File: config.mk
export PLATFORM = sky130hd
export DESIGN_NAME = multi_timer_scheduler_flat
export DESIGN_NICKNAME = d
export VERILOG_FILES = /design/src/hdl/mts_pkg.sv /design/src/hdl/mts_req_if.sv /design/src/hdl/mts_res_if.sv /design/src/hdl/mts_ram.sv /design/src/hdl/multi_timer_scheduler.sv /design/src/flat_wrapper.sv
export SDC_FILE = /design/constraint.sdc
export NUM_CORES = 2
export LEC_CHECK = 0
export BUFFER_PORTS_ARGS = -buffer_cell sky130_fd_sc_hd__buf_2
export CAP_MARGIN = 5
export CORE_UTILIZATION = 55
export CTS_BUF_LIST = sky130_fd_sc_hd__clkbuf_8
export CTS_CLUSTER_SIZE = 25
export DETAILED_ROUTE_END_ITERATION = 16
export GPL_ROUTABILITY_DRIVEN = 1
export PLACE_DENSITY_LB_ADDON = 0.2
export SLEW_MARGIN = 20
export SYNTH_ARGS = -nofsm -noshare
export SYNTH_HDL_FRONTEND = slang
export SYNTH_HIERARCHICAL = 1
export SYNTH_SLANG_ARGS = --single-unit
File: constraint.sdc
create_clock -name clk -period 9.9 [get_ports clk]
set_clock_uncertainty 0.05 [all_clocks]
set_input_delay 0.495 -clock clk [delete_from_list [all_inputs] [get_ports clk]]
set_output_delay 0.495 -clock clk [all_outputs]
set_load 0.05 [all_outputs]
File: src/hdl/mts_pkg.sv
// Package: constants, opcodes and state encoding of the timer scheduler
`timescale 1ns / 1ps
package mts_pkg;

  localparam int SLOT_COUNT_DEF = 16;
  localparam int TIME_BITS_DEF  = 48;
  localparam int MAX_RESULTS    = 16;
  localparam int OPCODE_W       = 3;
  localparam int SLOT_ID_W      = 4;
  localparam int PERIOD_W       = 32;
  localparam int TICKS_W        = 32;

  typedef enum logic [OPCODE_W-1:0] {
    OP_START   = 3'd0,
    OP_STOP    = 3'd1,
    OP_RESTART = 3'd2,
    OP_TICK    = 3'd3,
    OP_QUERY   = 3'd4
  } opcode_t;

  localparam logic KIND_EXPIRY = 1'b0;
  localparam logic KIND_QUERY  = 1'b1;

  typedef enum logic [1:0] {
    ST_IDLE,
    ST_RESTART,
    ST_SCAN,
    ST_DECIDE
  } state_t;

endpackage

File: src/hdl/mts_req_if.sv
// Request channel of the timer scheduler
`timescale 1ns / 1ps
interface mts_req_if import mts_pkg::*; ();
  logic                 valid;
  logic                 ready;
  logic [OPCODE_W-1:0]  opcode;
  logic [SLOT_ID_W-1:0] slot_id;
  logic [PERIOD_W-1:0]  period_ticks;
  logic                 one_shot;

  modport source (output valid, output opcode, output slot_id, output period_ticks,
                  output one_shot, input ready);
  modport sink (input valid, input opcode, input slot_id, input period_ticks,
                input one_shot, output ready);
endinterface

File: src/hdl/mts_res_if.sv
// Result channel of the timer scheduler
`timescale 1ns / 1ps
interface mts_res_if import mts_pkg::*; ();
  logic                 valid;
  logic                 ready;
  logic                 result_kind;
  logic [SLOT_ID_W-1:0] fired_slot;
  logic [TICKS_W-1:0]   ticks_to_next;
  logic                 nothing_pending;
  logic                 last_of_run;

  modport source (output valid, output result_kind, output fired_slot,
                  output ticks_to_next, output nothing_pending, output last_of_run,
                  input ready);
  modport sink (input valid, input result_kind, input fired_slot, input ticks_to_next,
                input nothing_pending, input last_of_run, output ready);
endinterface

File: src/hdl/mts_ram.sv
// Generic single-write, single-read RAM with registered read data
`timescale 1ns / 1ps
module mts_ram #(
  parameter int WIDTH = 32,
  parameter int DEPTH = 16
) (
  input  logic                     clk,
  input  logic                     wr_en,
  input  logic [$clog2(DEPTH)-1:0] wr_addr,
  input  logic [WIDTH-1:0]         wr_data,
  input  logic [$clog2(DEPTH)-1:0] rd_addr,
  output logic [WIDTH-1:0]         rd_data
);

  logic [WIDTH-1:0] mem [DEPTH];

  always_ff @(posedge clk) begin
    if (wr_en) begin
      mem[wr_addr] <= wr_data;
    end
    rd_data <= mem[rd_addr];
  end

endmodule

File: src/hdl/multi_timer_scheduler.sv
// Top level: table of one-shot and periodic timer slots driven by a tick count
//
// Requests arrive on req (valid/ready); results leave on res (valid/ready).
// Start and stop are done on acceptance. Restart reads the slot's
// interval from the period memory, then writes the new deadline.
// Query scans every slot once through the deadline and period memories,
// one slot a cycle, and answers once the output register is free.
// Tick advances time and runs one scan pass for each slot it fires plus
// one final pass. Each pass picks the earliest due slot, ties to the
// lower slot, and rearms or stops it. Every event is held back one pass
// so the final one can carry last_of_run.
// req.ready is high only between requests. A result waits in the output
// register while res.ready is low; the scan holds before overwriting it.
// Reset clears the time count and all live marks; memory contents are left
// as they are and used only for live slots.
`timescale 1ns / 1ps
module multi_timer_scheduler import mts_pkg::*; #(
  parameter int SLOT_COUNT = SLOT_COUNT_DEF,
  parameter int TIME_BITS  = TIME_BITS_DEF
) (
  input  logic      clk,
  input  logic      rst,
  mts_req_if.sink   req,
  mts_res_if.source res
);

  localparam int IDX_W  = $clog2(SLOT_COUNT);
  localparam int CNT_W  = $clog2(SLOT_COUNT + 1);
  localparam int FIRE_W = $clog2(MAX_RESULTS + 1);
  localparam int PD_W   = PERIOD_W + 1;
  localparam logic [TIME_BITS-1:0] TIME_TOP  = {1'b1, {(TIME_BITS-1){1'b0}}};
  localparam logic [TIME_BITS-1:0] TICKS_SAT = TIME_BITS'({TICKS_W{1'b1}});

  state_t state, state_next;

  logic [TIME_BITS-1:0]  now;
  logic [SLOT_COUNT-1:0] live;
  logic [SLOT_COUNT-1:0] done;
  logic [CNT_W-1:0]      cnt;
  logic                  mode_tick;
  logic                  found;
  logic [IDX_W-1:0]      best_slot;
  logic [TIME_BITS-1:0]  best_key;
  logic [PERIOD_W-1:0]   best_period;
  logic                  best_one_shot;
  logic                  have_pend;
  logic [IDX_W-1:0]      pend_slot;
  logic [FIRE_W-1:0]     fire_count;
  logic [IDX_W-1:0]      rs_slot;

  logic                  res_valid;
  logic                  res_kind;
  logic [SLOT_ID_W-1:0]  res_slot;
  logic [TICKS_W-1:0]    res_ticks;
  logic                  res_none;
  logic                  res_last;

  logic                  dl_we;
  logic [IDX_W-1:0]      dl_waddr;
  logic [TIME_BITS-1:0]  dl_wdata;
  logic [TIME_BITS-1:0]  dl_rdata;
  logic                  pd_we;
  logic [PD_W-1:0]       pd_wdata;
  logic [PD_W-1:0]       pd_rdata;
  logic [IDX_W-1:0]      rd_addr;

  logic                  req_fire;
  logic                  slot_ok;
  logic [IDX_W-1:0]      slot_idx;
  logic                  out_free;
  logic [PERIOD_W-1:0]   addend;

  logic                  proc_valid;
  logic [IDX_W-1:0]      proc_slot;
  logic [TIME_BITS-1:0]  gap;
  logic                  due;
  logic                  cand;
  logic [TIME_BITS-1:0]  key;
  logic                  take;

  logic                  start_scan;
  logic                  fire;
  logic                  push;
  logic                  push_kind;
  logic [SLOT_ID_W-1:0]  push_slot;
  logic [TICKS_W-1:0]    push_ticks;
  logic                  push_none;
  logic                  push_last;
  logic                  set_live;
  logic                  clr_live;
  logic [IDX_W-1:0]      live_idx;

  mts_ram #(.WIDTH(TIME_BITS), .DEPTH(SLOT_COUNT)) u_deadline_ram (
    .clk     (clk),
    .wr_en   (dl_we),
    .wr_addr (dl_waddr),
    .wr_data (dl_wdata),
    .rd_addr (rd_addr),
    .rd_data (dl_rdata)
  );

  mts_ram #(.WIDTH(PD_W), .DEPTH(SLOT_COUNT)) u_period_ram (
    .clk     (clk),
    .wr_en   (pd_we),
    .wr_addr (dl_waddr),
    .wr_data (pd_wdata),
    .rd_addr (rd_addr),
    .rd_data (pd_rdata)
  );

  assign req.ready           = (state == ST_IDLE);
  assign res.valid           = res_valid;
  assign res.result_kind     = res_kind;
  assign res.fired_slot      = res_slot;
  assign res.ticks_to_next   = res_ticks;
  assign res.nothing_pending = res_none;
  assign res.last_of_run     = res_last;

  assign req_fire = req.valid && req.ready;
  assign slot_ok  = int'(req.slot_id) < SLOT_COUNT;
  assign slot_idx = IDX_W'(req.slot_id);
  assign out_free = !res_valid || res.ready;
  assign rd_addr  = (state == ST_IDLE) ? slot_idx : IDX_W'(cnt);
  assign pd_wdata = {req.one_shot, req.period_ticks};

  // per-slot compare on the data read in the previous cycle
  assign proc_valid = (state == ST_SCAN) && (cnt != '0);
  assign proc_slot  = IDX_W'(cnt - CNT_W'(1));
  assign gap        = dl_rdata - now;
  assign due        = (gap == '0) || gap[TIME_BITS-1];
  assign cand       = mode_tick ? (live[proc_slot] && !done[proc_slot] && due)
                                : live[proc_slot];
  assign key        = mode_tick ? (gap ^ TIME_TOP) : (due ? '0 : gap);
  assign take       = proc_valid && cand && (!found || key < best_key);

  assign dl_wdata = now + TIME_BITS'(addend);

  always_comb begin
    state_next = state;
    dl_we      = 1'b0;
    pd_we      = 1'b0;
    dl_waddr   = slot_idx;
    addend     = req.period_ticks;
    start_scan = 1'b0;
    fire       = 1'b0;
    push       = 1'b0;
    push_kind  = KIND_EXPIRY;
    push_slot  = SLOT_ID_W'(pend_slot);
    push_ticks = '0;
    push_none  = 1'b0;
    push_last  = 1'b0;
    set_live   = 1'b0;
    clr_live   = 1'b0;
    live_idx   = slot_idx;
    unique case (state)
      ST_IDLE: begin
        if (req_fire) begin
          unique case (req.opcode)
            OP_START: begin
              if (slot_ok) begin
                dl_we    = 1'b1;
                pd_we    = 1'b1;
                set_live = 1'b1;
              end
            end
            OP_STOP: begin
              clr_live = slot_ok;
            end
            OP_RESTART: begin
              if (slot_ok && live[slot_idx]) begin
                state_next = ST_RESTART;
              end
            end
            OP_TICK, OP_QUERY: begin
              start_scan = 1'b1;
              state_next = ST_SCAN;
            end
            default: begin
            end
          endcase
        end
      end
      ST_RESTART: begin
        dl_we      = 1'b1;
        dl_waddr   = rs_slot;
        addend     = pd_rdata[PERIOD_W-1:0];
        state_next = ST_IDLE;
      end
      ST_SCAN: begin
        if (cnt == CNT_W'(SLOT_COUNT)) begin
          state_next = ST_DECIDE;
        end
      end
      ST_DECIDE: begin
        if (!mode_tick) begin
          if (out_free) begin
            push       = 1'b1;
            push_kind  = KIND_QUERY;
            push_slot  = '0;
            push_ticks = !found ? '0 :
                         (best_key > TICKS_SAT) ? {TICKS_W{1'b1}} : best_key[TICKS_W-1:0];
            push_none  = !found;
            push_last  = 1'b1;
            state_next = ST_IDLE;
          end
        end else if (found && int'(fire_count) < MAX_RESULTS) begin
          if (!have_pend || out_free) begin
            push       = have_pend;
            fire       = 1'b1;
            dl_waddr   = best_slot;
            addend     = best_period;
            dl_we      = !best_one_shot;
            clr_live   = best_one_shot;
            live_idx   = best_slot;
            state_next = ST_SCAN;
          end
        end else if (!have_pend) begin
          state_next = ST_IDLE;
        end else if (out_free) begin
          push       = 1'b1;
          push_last  = 1'b1;
          state_next = ST_IDLE;
        end
      end
      default: begin
        state_next = ST_IDLE;
      end
    endcase
  end

  always_ff @(posedge clk) begin
    if (rst) begin
      state <= ST_IDLE;
    end else begin
      state <= state_next;
    end
  end

  always_ff @(posedge clk) begin
    if (rst) begin
      now        <= '0;
      live       <= '0;
      done       <= '0;
      cnt        <= '0;
      mode_tick  <= 1'b0;
      found      <= 1'b0;
      have_pend  <= 1'b0;
      fire_count <= '0;
      res_valid  <= 1'b0;
    end else begin
      if (set_live) begin
        live[live_idx] <= 1'b1;
      end
      if (clr_live) begin
        live[live_idx] <= 1'b0;
      end
      if (start_scan) begin
        mode_tick  <= (req.opcode == OP_TICK);
        cnt        <= '0;
        found      <= 1'b0;
        done       <= '0;
        have_pend  <= 1'b0;
        fire_count <= '0;
        if (req.opcode == OP_TICK) begin
          now <= now + TIME_BITS'(1);
        end
      end
      if (state == ST_SCAN) begin
        cnt <= cnt + CNT_W'(1);
      end
      if (take) begin
        found <= 1'b1;
      end
      if (fire) begin
        done[best_slot] <= 1'b1;
        have_pend       <= 1'b1;
        fire_count      <= fire_count + FIRE_W'(1);
        cnt             <= '0;
        found           <= 1'b0;
      end
      if (push) begin
        res_valid <= 1'b1;
      end else if (res.ready) begin
        res_valid <= 1'b0;
      end
    end
  end

  always_ff @(posedge clk) begin
    if (req_fire) begin
      rs_slot <= slot_idx;
    end
    if (take) begin
      best_slot     <= proc_slot;
      best_key      <= key;
      best_period   <= pd_rdata[PERIOD_W-1:0];
      best_one_shot <= pd_rdata[PERIOD_W];
    end
    if (fire) begin
      pend_slot <= best_slot;
    end
    if (push) begin
      res_kind  <= push_kind;
      res_slot  <= push_slot;
      res_ticks <= push_ticks;
      res_none  <= push_none;
      res_last  <= push_last;
    end
  end

endmodule

File: src/flat_wrapper.sv
// flat-port wrapper written by rule: the top's interface ports become plain ports
module multi_timer_scheduler_flat import mts_pkg::*;
#(
  parameter int SLOT_COUNT = SLOT_COUNT_DEF,
  parameter int TIME_BITS  = TIME_BITS_DEF
)
  (clk, rst, req_valid, req_opcode, req_slot_id, req_period_ticks, req_one_shot, req_ready, res_valid, res_result_kind, res_fired_slot, res_ticks_to_next, res_nothing_pending, res_last_of_run, res_ready);
  mts_req_if req_i ();
  mts_res_if res_i ();
  input  logic clk;
  input  logic rst;
  input wire logic [$bits(req_i.valid)-1:0] req_valid;
  input wire logic [$bits(req_i.opcode)-1:0] req_opcode;
  input wire logic [$bits(req_i.slot_id)-1:0] req_slot_id;
  input wire logic [$bits(req_i.period_ticks)-1:0] req_period_ticks;
  input wire logic [$bits(req_i.one_shot)-1:0] req_one_shot;
  output wire logic [$bits(req_i.ready)-1:0] req_ready;
  output wire logic [$bits(res_i.valid)-1:0] res_valid;
  output wire logic [$bits(res_i.result_kind)-1:0] res_result_kind;
  output wire logic [$bits(res_i.fired_slot)-1:0] res_fired_slot;
  output wire logic [$bits(res_i.ticks_to_next)-1:0] res_ticks_to_next;
  output wire logic [$bits(res_i.nothing_pending)-1:0] res_nothing_pending;
  output wire logic [$bits(res_i.last_of_run)-1:0] res_last_of_run;
  input wire logic [$bits(res_i.ready)-1:0] res_ready;
  assign req_i.valid = req_valid;
  assign req_i.opcode = req_opcode;
  assign req_i.slot_id = req_slot_id;
  assign req_i.period_ticks = req_period_ticks;
  assign req_i.one_shot = req_one_shot;
  assign req_ready = req_i.ready;
  assign res_valid = res_i.valid;
  assign res_result_kind = res_i.result_kind;
  assign res_fired_slot = res_i.fired_slot;
  assign res_ticks_to_next = res_i.ticks_to_next;
  assign res_nothing_pending = res_i.nothing_pending;
  assign res_last_of_run = res_i.last_of_run;
  assign res_i.ready = res_ready;
  multi_timer_scheduler #(.SLOT_COUNT(SLOT_COUNT), .TIME_BITS(TIME_BITS)) u_core (.clk(clk), .rst(rst), .req(req_i), .res(res_i));
endmodule
* Yosys cells after proc, flatten, opt, wreduce, memory -nomap -nowiden *
Memories as Yosys holds them, arrays and structs flattened. A register that Yosys moved wholly into a read port is not among the register bits.
Cells that the tools add are included.

storage, ports and cells
  flip-flop bits (word level) = 228
  memory bits (writable) = 1,296
  input port bits = 44
  output and inout port bits = 41
  logic and storage cells = 175
  memories kept = 2

operators by class
  $add $sub $neg = 6
  order comparisons = 9
  equal/unequal tests = 13
  mux-type cells = 83
  bitwise gates (word level) = 8
  reductions and logical operators = 33

memory list
  memory                     depth  bits a word  rd ports  clocked after memory_dff  wr ports  RTL line       text
  u_core.u_deadline_ram.mem  16     48           1         1                         1         mts_ram.sv:15  logic [WIDTH-1:0] mem [DEPTH];
  u_core.u_period_ram.mem    16     33           1         1                         1         mts_ram.sv:15

operators with widths
  cell                                                                                 count
  32-bit two-way mux                                                                   4
  16-bit two-way mux                                                                   6
  48-bit two-way mux                                                                   2
  32-bit one-hot mux with 2 select lines                                               1
  48-bit by 1-bit adder with 48-bit output, second input constant                      1
  48-bit by 32-bit adder with 48-bit output                                            1
  48-bit by 32-bit greater-than comparator with 1-bit output, second input constant    1
  48-bit zero test                                                                     1
  48-bit less-than comparator                                                          1
  48-bit subtractor                                                                    1
  1-bit two-way mux                                                                    41
  4-bit two-way mux                                                                    8
  16-bit OR                                                                            2
  4-bit by 5-bit less-than comparator with 1-bit output, second input constant         4
  16-bit bitwise AND                                                                   1
  2-bit two-way mux                                                                    8
  16-bit NOT                                                                           1
  5-bit two-way mux                                                                    3
  1-bit binary-select mux with 4-bit select                                            3
  5-bit by 1-bit adder with 5-bit output, second input constant                        2
  1-bit logical AND                                                                    9
  1-bit demux with 4-bit select                                                        2
  4-bit by 1-bit greater-or-equal comparator with 1-bit output, second input constant  2
  2-bit one-hot mux with 4 select lines                                                1
  other kinds (28)                                                                     46

* Longest topological paths before layout *
  depth after elaboration = 16
  mapped depth = 29
  gate-level depth less buffers = 26

* Modules after synthesis *
The synthesis kept the hierarchy.

modules (own cells, without submodules)
  module                            instances  cells an instance  area each (µm²)  sequential area each (µm²)
  mts_ram at u_core.u_deadline_ram  1          1,242              29,694.7         24,023.0
  mts_ram at u_core.u_period_ram    1          864                20,631.0         16,515.8
  multi_timer_scheduler             1          2,085              17,142.7         5,885.6

* Worst setup path before layout *
Ideal clock, no wire load.

  kind = flip-flop to flip-flop
  start point = register u_core.now[12]
  end point = register u_core.best_key[0] (enable)
  library setup time = 0.557 ns
  arrival = 9.127 ns
  data required time = 9.293 ns
  slack = 0.167 ns
  stages on the path, launching flop included = 29
  path buffers = 3
  clock period less this slack = 9.733 ns
  path through = dfxtp_1 -> clkbuf_1 -> inv_1 -> ha_1 -> buf_2 -> a211oi_1 -> nor2_1 -> nor4_2 -> a211o_1 -> a21boi_1 -> or3_1 -> a2111oi_0 -> nand4_1 -> nor3b_2 -> o21ai_2 -> clkbuf_1 -> and2_1 -> ha_1 -> a21o_1 -> a21o_1 -> a21o_1 -> a21oi_1 -> nor2b_1 -> o21ai_0 -> nand2b_1 -> a21oi_1 -> o22ai_1 -> a211o_1 -> a21oi_1

on the way
  cells in the longest elaborated chain, start to end = 8
  elaborated cells between the ends (all ways) = 12
  classes of those cells = add/sub (1); order compare (1); mux (3); bitwise (1); reduce/logical (6)

RTL lines
  item                           RTL line                      text
  start, declared                multi_timer_scheduler.sv:36   logic [TIME_BITS-1:0] now;
  start signal, assigned         multi_timer_scheduler.sv:265  now <= now + TIME_BITS'(1);
  48-bit subtractor *            multi_timer_scheduler.sv:129  assign gap = dl_rdata - now;
  48-bit zero test               multi_timer_scheduler.sv:130  assign due = (gap == '0) || gap[TIME_BITS-1];
  1-bit logical OR               multi_timer_scheduler.sv:130
  48-bit two-way mux             multi_timer_scheduler.sv:133  assign key = mode_tick ? (gap ^ TIME_TOP) : (due ? '0 : gap);
  48-bit two-way mux *           multi_timer_scheduler.sv:133
  named net u_core.key[33]       multi_timer_scheduler.sv:78   logic [TIME_BITS-1:0] key;
  48-bit less-than comparator *  multi_timer_scheduler.sv:134  assign take = proc_valid && cand && (!found || key < best_key);
  1-bit logical OR *             multi_timer_scheduler.sv:134
  1-bit logical AND *            multi_timer_scheduler.sv:134
  named net u_core.take          multi_timer_scheduler.sv:79   logic take;
  end signal, assigned           multi_timer_scheduler.sv:295  best_key <= key;
  end, declared                  multi_timer_scheduler.sv:43   logic [TIME_BITS-1:0] best_key;

The timed path passes the listed nets; every way through them passes the cells marked *.
A chain may end at the register's enable or synchronous reset.

* Final worst setup path *
  start point = register u_core.now[1]
  end point = register u_core.best_period[21] (enable)

on the way
  cells in the longest elaborated chain, start to end = 8
  elaborated cells between the ends (all ways) = 12
  classes of those cells = add/sub (1); order compare (1); mux (3); bitwise (1); reduce/logical (6)

RTL lines
  item                           RTL line                      text
  48-bit subtractor *            multi_timer_scheduler.sv:129
  48-bit zero test               multi_timer_scheduler.sv:130
  1-bit logical OR               multi_timer_scheduler.sv:130
  48-bit two-way mux             multi_timer_scheduler.sv:133
  48-bit two-way mux *           multi_timer_scheduler.sv:133
  named net u_core.key[25]       multi_timer_scheduler.sv:78
  48-bit less-than comparator *  multi_timer_scheduler.sv:134
  1-bit logical OR *             multi_timer_scheduler.sv:134
  1-bit logical AND *            multi_timer_scheduler.sv:134
  named net u_core.take          multi_timer_scheduler.sv:79
  end signal, assigned           multi_timer_scheduler.sv:296  best_period <= pd_rdata[PERIOD_W-1:0];
  end, declared                  multi_timer_scheduler.sv:44   logic [PERIOD_W-1:0] best_period;

Marked as above.

==> metrics.yaml <==
dp_hpwl_um: 95400
yosysTopAreaCellShare: 0.636
slowest_delay_ns: 0.91
clock-sinks: 1605
synthTopCellsByArea: "edfxtp_1 64%, mux4_2 11%, dfxtp_1 5.3%, ha_1 2.5%, a22oi_1 2.0%"
cts_buffers: 275
rows: 128
synth_compound_area_frac: 0.0673
fmax_mhz: 125
min_period_over_period: 0.806
grt_pass1_vias: 39124
synth_area_um2: 67500
clk_pin_slew_ns: 0.06
rsz0062_at_grt: "false"
worstHoldPathType: "primary input to flop"
gp_congestion: 0.934
htreeDepth: 5
synth-main-ff-cell: "edfxtp_1"
ys_types: 86
vias_per_cell: 6.20
cts_tree: "done"
wl_um: 169000
grt_pass1_wl_um: 250000
drv_cap: 0
drcViolationCount: 0
fin_ws_ns: 1.92
clockBufferDepth: 4
grt_max_degree: 121
power_leakage_nw: 25.8
drt_iter0_markers: 4481
syn_to_final_growth_pct: 12.3
yosysWarnings: 6
fp.dieW_um: 352
stdcell_count: 6304
finalMaxSlewViolations: 0
synthArstFlopShare: 0
start_util: 0.554
synth_fp_nets: 4372
layout.nets: 4662
antenna_found_initial: 6
synth-seq-cells: 1605
yosysSeqAreaShare: 0.688
postLayoutCoreUtil: 0.622
synthSimpleGateAreaFrac: 0.0663
worst_setup_path_start_kind: "flop"
total_power_mw: 17.7
cp_max_fo: 39
first_pass_iters: 6
synth_top_family_by_area: "multiplexers"
fin_area_um2: 75700
fp.dieH_um: 352
muxShareOfSynthArea: 0.116
period_minus_slack_ns: 7.98
slowest_stage: "a21oi_4"
powerDensity_nw_per_um2: 234
synthCells: 4191
port_buffers: 84
clock_latency_ns: 1.02
post_dp_cell_area_um2: 70000
peakVddDrop_mv: 0.171
outcome: "complete, no violations"
drtAntennaViolNets: 0
drive_above_1_share: 0.199
required_ns: 10.48
synthXorXnorAreaFrac: 0.0150
yosysTopAreaCell: "edfxtp_1"
dp_slack_ns: 2.16
hold_viol_final: 0
syn_avg_cell_area_um2: 16.1
setup_tns_ns: 0
die_area_um2: 124000
finalSetupViolations: 0
end_kind: "flop"
holdWs_ns: 0.122
via_count: 39089
grt_use_total: 0.273
tightest_slew_ns: 1.20
routedWlPerCell_um: 26.8
synth_edf_count: 1428
cts_root_buffer: "clkbuf_8"
placed_cells: 5787
critical_path_arrival_ns: 8.57
yosys.area_share.adder: 0.0256
relSlewSlack: 0.202
path_class: "flop to flop"
core_region_area_um2: 122000
io_pins: 85
grt-ovfl-total: 0
cells in the final DEF (no fill, tap or decap), drive strengths merged, types with 9 or more instances in the layout:
cell	netlist	layout
nor2	307	307
o21bai	12	12
and4	9	9
nand4	54	54
ha	135	135
a22oi	182	182
nand2	291	291
a21o	48	48
o21ai	116	116
mux2i	9	9
edfxtp	1428	1428
buf	73	166
dlygate4sd3	0	40
nand3	40	40
nor2b	39	39
and2	36	36
o211ai	13	13
nor4	17	17
a211oi	17	17
xnor2	97	97
nor3	59	59
nand2b	28	28
xor2	18	18
and3	29	29
bufinv	0	10
clkbuf	120	301
o21a	10	10
or3	19	19
a21boi	9	9
mux4	339	339
clkinv	1	76
inv	129	212
a21oi	217	217
dfxtp	177	177
synth_stat cells, types with 7 or more instances:
| cell type | instances |
|---|---|
| or3_1 | 19 |
| xnor2_1 | 96 |
| nor3_1 | 59 |
| and2_1 | 35 |
| mux2i_1 | 9 |
| nand4_1 | 54 |
| o211ai_1 | 13 |
| xor2_1 | 18 |
| inv_1 | 129 |
| edfxtp_1 | 1428 |
| nand2_1 | 291 |
| and3_1 | 29 |
| ha_1 | 135 |
| a2111oi_0 | 7 |
| nor3b_1 | 7 |
| nor2_1 | 306 |
| o21ai_0 | 109 |
| a211o_1 | 7 |
| clkbuf_1 | 120 |
| nor2b_1 | 39 |
| mux4_2 | 320 |
| a21o_1 | 48 |
| dfxtp_1 | 177 |
| nand2b_1 | 28 |
| o21bai_1 | 12 |
| a22oi_1 | 182 |
| nor4_1 | 16 |
| buf_4 | 20 |
| nand3_1 | 40 |
| buf_2 | 27 |
| a21oi_1 | 216 |
| o21a_1 | 10 |
| mux4_1 | 19 |
| and4_1 | 9 |
| a211oi_1 | 17 |
| buf_1 | 16 |
per-layer routing:
metal | global-route usage | routed length (µm)
met5 | 0 | 0
met4 | 0.0851 | 4010
met3 | 0.0602 | 14800
met2 | 0.422 | 79000
met1 | 0.391 | 71000
worst max-delay path, delay by kind of cell, from the launching register on:
kind | cells | cell delay (ns)
and+or+nand+nor | 8 | 1.53
adders and majority gates | 2 | 0.60
AOI/OAI and AO/OA | 14 | 4.18
buffers and inverters | 3 | 0.78
DFF | 1 | 0.51
kinds of logic after synthesis:
kind of cell | after synthesis
compound gates | 700
simple gates | 960
buf+inv | 323
mux | 351
flops | 1605
xor+xnor | 115
fa+ha+maj | 137
worst paths after layout:
check | from | cells after the start | slack (ns) | to
max | u_core/now[1] | 27 | 1.92 | u_core/best_period[21]
min | req_opcode[2] | 6 | 0.12 | u_core/state[0]
max reg2reg | u_core/now[1] | 27 | 1.92 | u_core/best_period[21]
min reg2reg | u_core/u_period_ram/rd_data[2] | 0 | 0.38 | u_core/best_period[2]
area by class of cell:
class | instances | area (µm²)
clock inverter | 172 | 965
tap | 1625 | 2030
timing repair buffer | 206 | 1550
antenna | 2 | 5.00
multi-input combinational | 2263 | 20100
sequential | 1605 | 46400
inverter | 130 | 488
clock buffer | 301 | 4140
fill | 8847 | 46000
timing repair:
item	4_1_cts	5_1_grt
endpoints found under the hold margin	565	0
buffers inserted	0	0
resized for setup	0	0
hold buffers	40	0
setup endpoints to repair	0	0
power by group:
part | switching [mW] | internal, mW | leakage, nW
clock | 2.55 | 3.04 | 2.93
sequential | 0.154 | 7.83 | 14.3
combinational | 2.64 | 1.52 | 8.61
total | 5.35 | 12.4 | 25.8
registers in the layout, summed over array words and instances, names as in the netlist, 2 cells and up:
signal                         count
u_core/u_deadline_ram/mem        768
u_core/u_period_ram/mem          528
u_core/best_key                   48
u_core/now                        48
u_core/u_deadline_ram/rd_data     48
u_core/u_period_ram/rd_data       33
u_core/best_period                32
u_core/res.ticks_to_next          32
u_core/done                       16
u_core/live                       16
u_core/cnt                         5
u_core/fire_count                  5
u_core/best_slot                   4
u_core/pend_slot                   4
u_core/res.fired_slot              4
u_core/rs_slot                     4
u_core/state                       2
Power figures use the tool's default switching activity.
